$ cat src/hw/rtl/arnp_pkg.sv
package arnp_pkg;

    localparam int MAX_LEN_DEF = 32;

    localparam logic [7:0] CH_NUL   = 8'd0;
    localparam logic [7:0] CH_MINUS = 8'd45;
    localparam logic [7:0] CH_ZERO  = 8'd48;
    localparam logic [7:0] CH_ONE   = 8'd49;
    localparam logic [7:0] CH_NINE  = 8'd57;
    localparam logic [7:0] CH_UC_A  = 8'd65;
    localparam logic [7:0] CH_UC_B  = 8'd66;
    localparam logic [7:0] CH_UC_F  = 8'd70;
    localparam logic [7:0] CH_UC_X  = 8'd88;
    localparam logic [7:0] CH_LC_A  = 8'd97;
    localparam logic [7:0] CH_LC_B  = 8'd98;
    localparam logic [7:0] CH_LC_F  = 8'd102;
    localparam logic [7:0] CH_LC_X  = 8'd120;
    localparam logic [7:0] IDX_LAST = 8'd255;

    typedef enum logic [1:0] {
        MODE_DEC = 2'd0,
        MODE_HEX = 2'd1,
        MODE_BIN = 2'd2
    } t_mode;

    typedef struct packed {
        logic [31:0] acc;
        logic [7:0]  first;
        logic [7:0]  idx;
        t_mode       mode;
        logic        neg;
        logic        bad;
    } t_tok;

    typedef struct packed {
        logic       ok;
        logic [3:0] val;
    } t_digit;

    function automatic t_digit digit_of(input logic [7:0] c, input t_mode mode);
        t_digit d;
        d.ok  = 1'b0;
        d.val = 4'd0;
        if (mode == MODE_BIN) begin
            if (c == CH_ZERO || c == CH_ONE) begin
                d.ok  = 1'b1;
                d.val = 4'(c - CH_ZERO);
            end
        end else if (c >= CH_ZERO && c <= CH_NINE) begin
            d.ok  = 1'b1;
            d.val = 4'(c - CH_ZERO);
        end else if (mode == MODE_HEX) begin
            if (c >= CH_LC_A && c <= CH_LC_F) begin
                d.ok  = 1'b1;
                d.val = 4'(c - CH_LC_A) + 4'd10;
            end else if (c >= CH_UC_A && c <= CH_UC_F) begin
                d.ok  = 1'b1;
                d.val = 4'(c - CH_UC_A) + 4'd10;
            end
        end
        return d;
    endfunction

endpackage

$ cat src/hw/rtl/arnp_core.sv
module arnp_core #(
    parameter int MaxLen = arnp_pkg::MAX_LEN_DEF
) (
    input  arnp_pkg::t_tok i_tok,
    input  logic [7:0]     i_character,
    input  logic           i_missing_arg,
    output arnp_pkg::t_tok o_tok,
    output logic           o_res,
    output logic [31:0]    o_value,
    output logic           o_invalid
);

    localparam logic [7:0] LP_MAX = 8'(MaxLen);

    function automatic arnp_pkg::t_tok dec_first(input arnp_pkg::t_tok s);
        arnp_pkg::t_tok t;
        arnp_pkg::t_digit d;
        t = s;
        t.mode = arnp_pkg::MODE_DEC;
        d = arnp_pkg::digit_of(s.first, arnp_pkg::MODE_DEC);
        if (s.first == arnp_pkg::CH_MINUS) begin
            t.neg = 1'b1;
        end else if (!d.ok) begin
            t.bad = 1'b1;
        end else begin
            t.acc = {28'd0, d.val};
        end
        return t;
    endfunction

    function automatic arnp_pkg::t_tok feed(input arnp_pkg::t_tok s, input logic [7:0] c);
        arnp_pkg::t_tok t;
        arnp_pkg::t_digit d;
        logic [31:0] scaled;
        t = s;
        d = arnp_pkg::digit_of(c, s.mode);
        unique case (s.mode)
            arnp_pkg::MODE_HEX: scaled = {s.acc[27:0], 4'd0};
            arnp_pkg::MODE_BIN: scaled = {s.acc[30:0], 1'b0};
            default:            scaled = {s.acc[28:0], 3'd0} + {s.acc[30:0], 1'b0};
        endcase
        if (!d.ok) begin
            t.bad = 1'b1;
        end else begin
            t.acc = scaled + {28'd0, d.val};
        end
        return t;
    endfunction

    arnp_pkg::t_tok w_end;
    arnp_pkg::t_tok w_mid;

    always_comb begin
        o_tok     = i_tok;
        o_res     = 1'b0;
        o_value   = 32'd0;
        o_invalid = 1'b0;
        w_end     = i_tok;
        w_mid     = i_tok;
        if (i_missing_arg) begin
            o_res     = 1'b1;
            o_invalid = 1'b1;
            o_tok     = '0;
        end else if (i_character == arnp_pkg::CH_NUL) begin
            if (i_tok.idx == 8'd1 && !i_tok.bad) begin
                w_end = dec_first(i_tok);
            end
            o_res     = 1'b1;
            o_invalid = w_end.bad;
            if (w_end.bad) begin
                o_value = 32'd0;
            end else if (w_end.neg && w_end.mode != arnp_pkg::MODE_HEX
                         && w_end.mode != arnp_pkg::MODE_BIN) begin
                o_value = 32'd0 - w_end.acc;
            end else begin
                o_value = w_end.acc;
            end
            o_tok = '0;
        end else if (i_tok.idx < LP_MAX && !i_tok.bad) begin
            if (i_tok.idx == 8'd0) begin
                w_mid.first = i_character;
            end else if (i_tok.idx == 8'd1) begin
                if (i_character == arnp_pkg::CH_LC_X || i_character == arnp_pkg::CH_UC_X) begin
                    w_mid.mode = arnp_pkg::MODE_HEX;
                    w_mid.acc  = 32'd0;
                end else if (i_character == arnp_pkg::CH_LC_B
                             || i_character == arnp_pkg::CH_UC_B) begin
                    w_mid.mode = arnp_pkg::MODE_BIN;
                    w_mid.acc  = 32'd0;
                end else begin
                    w_mid = dec_first(i_tok);
                    if (!w_mid.bad) begin
                        w_mid = feed(w_mid, i_character);
                    end
                end
            end else begin
                w_mid = feed(i_tok, i_character);
            end
            if (i_tok.idx != arnp_pkg::IDX_LAST) begin
                w_mid.idx = i_tok.idx + 8'd1;
            end
            o_tok = w_mid;
        end
    end

endmodule

$ cat src/hw/rtl/ascii_radix_number_parser.sv
// ASCII number parser: feed one token byte per request, ended by a NUL byte; the NUL request
// (or any request with i_missing_arg set) yields one result. A second byte of x/X or b/B selects
// hex or binary and the first byte is ignored; otherwise the token is decimal with an optional
// leading minus. A bad digit gives value 0 with o_invalid set; bytes at or past MaxLen are ignored;
// the 32-bit value wraps. One request per cycle is taken unless o_stall is high (a result waits
// on a held output): each passes an input register, one shift-and-add step and a result register.
module ascii_radix_number_parser #(
    parameter int MaxLen = arnp_pkg::MAX_LEN_DEF
) (
    input  logic               i_clk,
    input  logic               i_rst_n,
    input  logic               i_valid,
    output logic               o_stall,
    input  logic [7:0]         i_character,
    input  logic               i_missing_arg,
    output logic               o_valid,
    input  logic               i_stall,
    output logic signed [31:0] o_value,
    output logic               o_invalid
);

    logic           r_in_vld;
    logic [7:0]     r_char;
    logic           r_miss;
    arnp_pkg::t_tok r_tok;
    logic           r_out_vld;
    logic [31:0]    r_value;
    logic           r_invalid;

    arnp_pkg::t_tok n_tok;
    logic           w_res;
    logic [31:0]    w_value;
    logic           w_invalid;
    logic           w_out_free;
    logic           w_adv;

    arnp_core #(
        .MaxLen (MaxLen)
    ) u_core (
        .i_tok         (r_tok),
        .i_character   (r_char),
        .i_missing_arg (r_miss),
        .o_tok         (n_tok),
        .o_res         (w_res),
        .o_value       (w_value),
        .o_invalid     (w_invalid)
    );

    assign w_out_free = !r_out_vld || !i_stall;
    assign w_adv      = r_in_vld && (!w_res || w_out_free);
    assign o_stall    = r_in_vld && !w_adv;

    always_ff @(posedge i_clk) begin
        if (!i_rst_n) begin
            r_in_vld  <= 1'b0;
            r_out_vld <= 1'b0;
            r_tok     <= '0;
        end else begin
            if (!o_stall) begin
                r_in_vld <= i_valid;
            end
            if (w_adv) begin
                r_tok <= n_tok;
            end
            if (w_out_free) begin
                r_out_vld <= w_adv && w_res;
            end
        end
    end

    always_ff @(posedge i_clk) begin
        if (!o_stall && i_valid) begin
            r_char <= i_character;
            r_miss <= i_missing_arg;
        end
        if (w_out_free && w_adv && w_res) begin
            r_value   <= w_value;
            r_invalid <= w_invalid;
        end
    end

    assign o_valid   = r_out_vld;
    assign o_value   = signed'(r_value);
    assign o_invalid = r_invalid;

endmodule

$ cat config.mk
export PLATFORM = sky130hd
export DESIGN_NAME = ascii_radix_number_parser
export DESIGN_NICKNAME = d
export VERILOG_FILES = /design/src/hw/rtl/arnp_pkg.sv /design/src/hw/rtl/arnp_core.sv /design/src/hw/rtl/ascii_radix_number_parser.sv
export SDC_FILE = /design/constraint.sdc
export NUM_CORES = 1
export LEC_CHECK = 0
export ABC_AREA = 1
export BUFFER_PORTS_ARGS = -buffer_cell sky130_fd_sc_hd__buf_2
export CORE_AREA = 2 2 152 154
export CTS_CLUSTER_SIZE = 14
export DETAILED_ROUTE_END_ITERATION = 16
export DIE_AREA = 0 0 154 156
export PLACE_DENSITY = 0.78
export SYNTH_ARGS = -nofsm -noshare
export SYNTH_HDL_FRONTEND = slang
export SYNTH_SLANG_ARGS = --single-unit
$ cat constraint.sdc
create_clock -name i_clk -period 6.6 [get_ports i_clk]
set_input_delay 0.33 -clock i_clk [delete_from_list [all_inputs] [get_ports i_clk]]
set_output_delay 0.33 -clock i_clk [all_outputs]
set_load 0.01 [all_outputs]
; After elaboration in Yosys (flattened, before gate mapping)
; Index checks and enable logic that the tools add are counted.
; W data, S select, Z words.
[word_totals]
regBits = 96
input_bits = 13
output_inout_bits = 35
[classes]
addsub = 12
n_lt_le_gt_ge = 9
n_eq_ne = 19
mux = 96
bitwise = 1
n_reduce_logical = 39
[op_table]
columns = op, count
row1 = $mux W32, 30
row2 = $mux W52, 8
row3 = $mux W5, 31
row4 = $add A32 B32 Y32, 2
row5 = $add A32 B4 Y32, 2
row6 = $pmux W32 S2, 1
row7 = $eq A8 B7 Y1 const B, 4
row8 = $mux W16, 2
row9 = $sub A1 B32 Y32 const A, 1
row10 = $eq A8 B6 Y1 const B, 3
row11 = $mux W1, 17
row12 = $ge A8 B6 Y1 const B, 2
row13 = $ge A8 B7 Y1 const B, 2
row14 = $le A8 B6 Y1 const B, 2
row15 = $le A8 B7 Y1 const B, 2
row16 = $logic_not A8 Y1, 2
row17 = $mux W8, 2
row18 = $sub A4 B1 Y4 const B, 4
row19 = $logic_and A1 B1 Y1, 14
row20 = $mux W12, 1
row21 = $reduce_and A6 Y1, 2
row22 = $reduce_bool A3 Y1, 4
row23 = $ne A3 B2 Y1 const B, 3
row24 = $add A4 B4 Y4 const B, 2
row25 = 18 further kinds, 33

; Depth between registers and ports, before layout
; Gate-level depths: netlist of run 1.
[logic_depth]
ltp_word = 39
depth_mapped = 31

; Modules after synthesis
; Synthesis of run 1 repeated with hierarchy kept, for this count alone.
[unflattened]
cells_unflattened = 2463
area_unflattened_um2 = 13745.7
[by_module_without_submodules]
columns = module, instances, cells_each, area_each_um2
row1 = arnp_core, 1, 2064, 10050.9
row2 = ascii_radix_number_parser, 1, 399, 3694.8

; Least setup slack after synthesis of run 1
; OpenSTA, ideal clock, no wires.
[synth_timing]
kind = reg2reg
start = register r_tok[2] (netlist bit)
end = register r_tok[47] (netlist bit)
setup_time_ps = 132
arrival_ps = 4163
required_time_ps = 6468
slack_ps = 2305
stages_incl_launch_ff = 32
n_path_buf = 4
synth_period_minus_slack_ps = 4295
cell_sequence = dfxtp_1 -> inv_1 -> ha_1 -> buf_2 -> inv_1 -> buf_2 -> buf_1 -> clkbuf_1 -> nand3_1 -> o221ai_1 -> ha_1 -> inv_1 -> fa_1 -> or2_2 -> nand2_1 -> nand2_1 -> nor2_1 -> nand2_1 -> nor2_1 -> nand2_1 -> nor2_2 -> nand2_2 -> nor2_4 -> nand2_4 -> nor2_8 -> nand3_1 -> nand2_1 -> nand3_1 -> nand2_1 -> inv_1 -> nand2_1 -> a21oi_1
[synth_via]
elab_chain_len = 16
word_cells_on_any_way = 25
classes_between = add/sub: 1 / eq/ne: 2 / mux: 20 / reduce/logical: 2
[synth_lines]
columns = element, line
row1 = "start, declared", ascii_radix_number_parser.sv:25  ; arnp_pkg::t_tok r_tok;
row2 = "start signal, assigned", ascii_radix_number_parser.sv:63  ; r_tok <= n_tok;
row3 = $eq A2 B1 Y1, "arnp_pkg.sv:52, arnp_core.sv:37"
row4 = $mux W5, arnp_pkg.sv:52  ; end else if (mode == MODE_HEX) begin
row5 = $mux W5, arnp_pkg.sv:49  ; end else if (c >= CH_ZERO && c <= CH_NINE) begin
row6 = $mux W5, arnp_pkg.sv:44  ; if (mode == MODE_BIN) begin
row7 = $mux W5, arnp_core.sv:82  ; end else if (i_tok.idx == 8'd1) begin
row8 = $mux W5, arnp_core.sv:80  ; if (i_tok.idx == 8'd0) begin
row9 = $mux W5, arnp_core.sv:79  ; end else if (i_tok.idx < LP_MAX && !i_tok.bad) begin
row10 = $mux W5, arnp_core.sv:64  ; end else if (i_character == arnp_pkg::CH_NUL) begin
row11 = $mux W5, arnp_core.sv:60  ; if (i_missing_arg) begin
row12 = $add A32 B4 Y32, arnp_core.sv:45  ; t.acc = scaled + {28'd0, d.val};
row13 = $mux W32, arnp_core.sv:42  ; if (!d.ok) begin
row14 = $mux W52, arnp_core.sv:82
row15 = $mux W32, arnp_core.sv:80
row16 = $mux W52, arnp_core.sv:79
row17 = $mux W52, arnp_core.sv:64
row18 = $mux W52, arnp_core.sv:60
; Parallel ways exist; a longest one is shown, timed or not. The select of a mux whose other input is x is not followed.
; A chain may end at the register's enable or synchronous reset.

; Worst setup path after layout of run 1
[layout_timing]
start = register r_tok[3] (netlist bit)
end = register r_tok[47] (netlist bit)
; The elaborated chain is that of the path after synthesis.

==> impl_metrics.json, run 1 <==
{
  "status": "finished, final reports clean",
  "yosysWarnings": 0,
  "ant_nets": 0,
  "die_w_um": 154,
  "p_leak_nw": 6.21,
  "tritoncts": "yes",
  "synth_area_mm2": 0.0122,
  "routed_via_density": 5.73,
  "syn_inst": 2120,
  "critPathLaunchType": "flop",
  "finalPower_mw": 1.43,
  "grt_pass1_vias": 12400,
  "core_area_mm2": 0.0224,
  "yosysTopAreaCell": "nand2_1",
  "wl_per_cell_um": 16.1,
  "cap_violations": 0,
  "setup_ws_ns": 1.49,
  "reg2reg_to": "r_tok[47]",
  "die_y_um": 156,
  "nets": 2228,
  "syn-num-nets": 2209,
  "postSynth.asyncResetShare": 0,
  "setup_tns_ns": 0,
  "numPortBuffers": 47,
  "skew_ns": 0.0150,
  "cts_setup_buffers": 0,
  "clockPowerShare": 0.372,
  "die-area_mm2": 0.0240,
  "num_vias": 13900,
  "layout-drive-gt1-share": 0.0672,
  "holdPathEnd": "r_char[6]",
  "holdBufCountCts": 0,
  "htreeDepth": 3,
  "worst_pin_slew_ns": 0.945,
  "fin_crit_ns": 5.11,
  "synth.area.top_cells": "nand2_1, edfxtp_1, inv_1",
  "dr.pass1.iters": 6,
  "hold_depth": 1,
  "end_kind": "flop",
  "rsz0062_at_grt": "no",
  "grt_max_degree": 38,
  "crit_family": "simple AND/OR/NAND/NOR gates",
  "fmax_mhz": 196,
  "dp_hpwl_um": 31700,
  "period_share": 0.774,
  "crit_type": "reg -> reg",
  "synth_flop_cell": "dfxtp_1",
  "ys_seq_area_frac": 0.192,
  "cts-buffers-inserted": 9,
  "gr-total-overflow": 0,
  "grt_pass1_wl_um": 62000,
  "clockBufferDepth": 2,
  "clk_pin_slew_worst_paths_ns": 0.08,
  "place_ws_ns": 1.69,
  "avgSynthCellArea_um2": 5.75,
  "cpMostUsedCell": "nand2_1",
  "p_per_area_mw_per_mm2": 111,
  "ys_types": 55,
  "place_congestion": 1.05,
  "slew_headroom": 0.370,
  "finalSetupViolCount": 0,
  "floorplan.io_pins": 48,
  "internal_power_uw": 971,
  "rr_startpoint": "r_tok[3]",
  "p_sw_uw": 457,
  "critical_path_arrival_ns": 5.34,
  "netSwitchingFraction": 0.320,
  "crit_fanout": 26,
  "slowest_delay_ns": 0.83,
  "dr.first_iter.drc_count": 1378,
  "r2r_slack_ns": 1.49,
  "synth_edf_count": 42,
  "final-hold-violation-count": 0,
  "hold_class": "in -> reg",
  "slew_viol_final": 0,
  "cp_num_buf_inv": 4,
  "hold_start": "i_character[6]",
  "yosysTopAreaCellShare": 0.194,
  "p_seq_frac": 0.453,
  "initial_core_util": 0.545,
  "track_usage": 0.320,
  "vdd_drop_max_mv": 0.111,
  "clkLatencyLatePin_ns": 0.37,
  "combinationalPowerShare": 0.175,
  "cpMaxStageDelayCell": "a2111oi_0",
  "fill_cells": 2325,
  "synth-seq-cells": 96,
  "remaining_drc_errors": 0,
  "antenna_found_initial": 0,
  "reg2reg_depth": 28,
  "cts_resized": 0,
  "wl_um": 39200,
  "num_rows": 55,
  "worstPathRequired_ns": 6.83,
  "syn2layout_area_growth_pct": 6.00,
  "diodes": 0,
  "root_buffer": "clkbuf_16",
  "cts.sinks": 96,
  "post-route-util": 0.578
}
==> layout by cell type (no fill, tap or decap), types with 5 or more instances in the layout <==
cell type / count
a21oi_1: 167
buf_2: 47
buf_4: 9
clkbuf_16: 9
dfxtp_1: 54
edfxtp_1: 42
ha_1: 72
inv_1: 308
inv_2: 10
nand2_1: 631
nand2_2: 12
nand3_1: 167
nand3_2: 5
nand3b_1: 7
nand4_1: 45
nor2_1: 227
nor2_2: 19
nor3_1: 33
o211ai_1: 6
o21a_1: 5
o21ai_0: 121
o21ai_1: 13
o21ai_2: 7
o21bai_1: 9
o221ai_1: 19
o22ai_1: 9
xnor2_1: 10
xor2_1: 21
==> registers in the layout, summed over array words and instances (netlist names) <==
name,count
o_value,32
o_valid,1
r_char,8
o_invalid,1
r_miss,1
r_tok,52
r_in_vld,1
==> worst register-to-register path, delay by kind of cell (launching register included) <==
family / cells / cell delay, ns
flip-flops: 1 / 0.33
AND/OR/NAND/NOR: 18 / 2.11
buffers and inverters: 4 / 0.57
AO/OA/AOI/OAI: 3 / 1.13
adder cells (fa/ha/maj): 3 / 0.81
==> worst max path at each step <==
stage,slack [ns],cells after the start,from,to
after detailed placement,1.69,28,r_tok[3],r_tok[47]
final,1.49,28,r_tok[3],r_tok[47]
after CTS,1.60,28,r_tok[3],r_tok[47]
after global routing,1.04,28,r_tok[3],r_tok[47]
after global placement,1.90,28,r_tok[3],r_tok[47]
after floorplan,2.31,31,r_tok[2],r_tok[47]
==> kinds of logic after synthesis <==
logic type                 count (synthesis)  share of synthesized area
AOI/OAI and AO/OA                        375                      0.173
DFF                                       96                      0.192
xor gates and xnor gates                  31                     0.0223
adders and majority gates                 76                     0.0805
and+or+nand+nor                         1172                      0.415
buffers and inverters                    370                      0.117
==> metrics by stage <==
| stage | instance area, um2 | instances | hold slack (ns) |
|---|---|---|---|
| floorplan | 12200 | 2120 | 0.429 |
| global placement | 12600 | 2413 | 0.457 |
| detailed placement | 12600 | 2413 | 0.462 |
| CTS | 12900 | 2429 | 0.127 |
| global route | 12900 | 2429 | 0.141 |
| finish | 12900 | 2429 | 0.132 |
==> synthesized netlist by cell type, types with 12 or more instances <==
master	n
xor2_1	21
nand4_1	45
nand2_2	12
nand3_1	167
o21ai_1	13
nand2_1	631
nor2_1	228
ha_1	72
dfxtp_1	54
edfxtp_1	42
buf_2	12
nor2_2	18
inv_1	308
clkbuf_1	28
nor3_1	33
o221ai_1	19
o21ai_0	121
a21oi_1	167
==> final cells by class <==
type                       count  area (um2)  share of cell area
clock inverter                 7        58.8             0.00455
multi-input combinational   1654        8430               0.652
clock buffer                   9         225              0.0174
sequential                    96        2340               0.181
timing repair buffer          56         303              0.0234
inverter                     322        1210              0.0935
tap                          285         357              0.0276
==> routing by layer <==
metal | GRT usage | part of all wire | up-vias
li1 | - | - | 6981
met1 | 0.431 | 0.44 | 6261
met2 | 0.528 | 0.44 | 570
met4 | 0.132 | 0.044 | 0
met3 | 0.0311 | 0.074 | 107
met5 | 0 | 0 | -
==> power by group through the flow <==
| stage | Combinational [mW] | Sequential [mW] | Clock, mW |
|---|---|---|---|
| 2_1_floorplan | 0.179 | 0.659 | 0 |
| 3_3_place_gp | 0.238 | 0.660 | 0 |
| 3_5_place_dp | 0.242 | 0.661 | 0 |
| 4_1_cts | 0.244 | 0.647 | 0.537 |
| 5_1_grt | 0.278 | 0.649 | 0.551 |
| 6_report | 0.250 | 0.647 | 0.531 |
(Power assumes the default switching activity.)
==> run 2: changes to the inputs <==
==> constraint.sdc (replaced) <==
create_clock -name i_clk -period 5.4 [get_ports i_clk]
set_input_delay 0.27 -clock i_clk [delete_from_list [all_inputs] [get_ports i_clk]]
set_output_delay 0.27 -clock i_clk [all_outputs]
set_load 0.01 [all_outputs]
==> impl_metrics.json, run 2 (synthesized netlist as in run 1, its figures left out) <==
{
  "die-area_mm2": 0.0240,
  "num_vias": 14000,
  "grt_max_degree": 43,
  "post-route-util": 0.579,
  "finalInstanceArea_mm2": 0.0129,
  "dr.first_iter.drc_count": 1317,
  "internal_power_mw": 1.19,
  "tritoncts": "yes",
  "rr_startpoint": "r_char[0]",
  "period_share": 0.890,
  "wl_um": 38900,
  "cpMaxStageDelayCell": "a2111oi_0",
  "route.met2.wl_um": 17100,
  "diodes": 0,
  "netSwitchingFraction": 0.311,
  "skew_ns": 0.0105,
  "p_sw_uw": 538,
  "wl_met1_um": 17000,
  "clk_pin_slew_worst_paths_ns": 0.07,
  "final-hold-violation-count": 0,
  "layout_common_cells": "nand2_1, inv_1, nor2_1",
  "routed_via_density": 5.74,
  "ant_nets": 0,
  "core_area_mm2": 0.0224,
  "die_w_um": 154,
  "antenna_found_initial": 0,
  "htreeDepth": 3,
  "finalPower_mw": 1.73,
  "dr.pass1.iters": 6,
  "p_per_area_mw_per_mm2": 133,
  "met3RoutedLength_um": 2900,
  "layout-drive-gt1-share": 0.0689,
  "slowest_delay_ns": 0.68,
  "floorplan.io_pins": 48,
  "combinationalPowerShare": 0.178,
  "cts_setup_buffers": 0,
  "fin_crit_ns": 4.81,
  "critPathLaunchType": "flop",
  "syn2layout_area_growth_pct": 6.20,
  "reg2reg_to": "r_tok[41]",
  "crit_type": "reg -> reg",
  "place_congestion": 0.981,
  "vdd_drop_max_mv": 0.144,
  "grt_pass1_wl_um": 62700,
  "p_seq_frac": 0.458,
  "final_common_cell": "nand2_1",
  "die_y_um": 156,
  "cts_resized": 0,
  "p_leak_nw": 6.22,
  "status": "finished, final reports clean",
  "largest_reg_flops": 52,
  "track_usage": 0.321,
  "clockPowerShare": 0.364,
  "slew_headroom": 0.457,
  "worst_pin_slew_ns": 0.811,
  "finalSetupViolCount": 0,
  "root_buffer": "clkbuf_16",
  "clkLatencyLatePin_ns": 0.35,
  "dr.max_layer_used": "met4",
  "reg2reg_depth": 26,
  "startpoint": "r_char[0]",
  "setup_tns_ns": 0,
  "nets": 2232,
  "fmax_mhz": 208,
  "cpMostUsedCell": "nand2_1",
  "worstPathRequired_ns": 5.61,
  "cts-buffers-inserted": 9,
  "cts.sinks": 96,
  "holdBufCountCts": 0,
  "crit_fanout": 7,
  "cap_violations": 0,
  "initial_core_util": 0.545,
  "remaining_drc_errors": 0,
  "hold_class": "in -> reg",
  "r2r_slack_ns": 0.59,
  "slew_viol_final": 0,
  "numPortBuffers": 47,
  "regMostFlops": "r_tok",
  "num_rows": 55,
  "wl_per_cell_um": 16.0,
  "critical_path_arrival_ns": 5.02,
  "rsz0062_at_grt": "no",
  "grt_pass1_vias": 12800,
  "detailed_place.area_mm2": 0.0127,
  "gr-total-overflow": 0,
  "dp_hpwl_um": 31600,
  "crit_end": "r_tok[41]",
  "end_kind": "flop",
  "clockBufferDepth": 2
}
run 2: cell types whose count changed in the layout (fill, tap and decap cells not counted), sizes merged:
cell / before / now
buf: 56 / 60
clkbuf: 9 / 11
inv: 323 / 321
run 2: area by class of cell:
cell class	count	area [um2]
Clock buffer	11	238
Clock inverter	5	40.0
Fill cell	2316	9420
Inverter	322	1210
Multi-Input combinational cell	1654	8430
Sequential cell	96	2340
Tap cell	285	357
Timing Repair Buffer	60	333
run 2: worst min-delay path by stage:
stage                               from   endpoint  slack [ns]  cells past startpoint
final                     i_character[7]  r_char[7]        0.09                      1
after global routing      i_character[7]  r_char[7]        0.09                      1
after CTS                 i_character[7]  r_char[7]        0.09                      1
after detailed placement   i_missing_arg     r_miss        0.45                      1
after global placement    i_character[6]  r_char[6]        0.45                      1
after floorplan           i_character[0]  r_char[0]        0.37                      0
run 2: critical path: cells and delay by family (launching register included):
kind            cells  cell delay (ns)
buf+inv             3             0.27
fa+ha+maj           3             0.81
flops               1             0.40
compound gates      3             0.99
xor+xnor            1             0.19
simple gates       16             2.01
run 2: routing by layer:
| metal | vias to the layer above | global-route usage |
|---|---|---|
| li1 | 6994 | - |
| met1 | 6290 | 0.436 |
| met2 | 571 | 0.518 |
| met3 | 104 | 0.0328 |
| met4 | 0 | 0.146 |
| met5 | - | 0 |
run 2: through the flow:
step	worst slack, ns	instances	hold WS [ns]
global placement	0.836	2417	0.450
finish	0.592	2433	0.0943
floorplan	1.11	2120	0.369
CTS	0.700	2433	0.0912
global route	0.0381	2433	0.0943
detailed placement	0.736	2417	0.449
run 2: power groups by stage:
| stage | logic [mW] | clock network (mW) | registers [mW] |
|---|---|---|---|
| after CTS | 0.300 | 0.635 | 0.791 |
| after floorplan | 0.219 | 0 | 0.805 |
| after global placement | 0.293 | 0 | 0.807 |
| final | 0.307 | 0.629 | 0.792 |
| after detailed placement | 0.298 | 0 | 0.808 |
| after global routing | 0.340 | 0.658 | 0.794 |
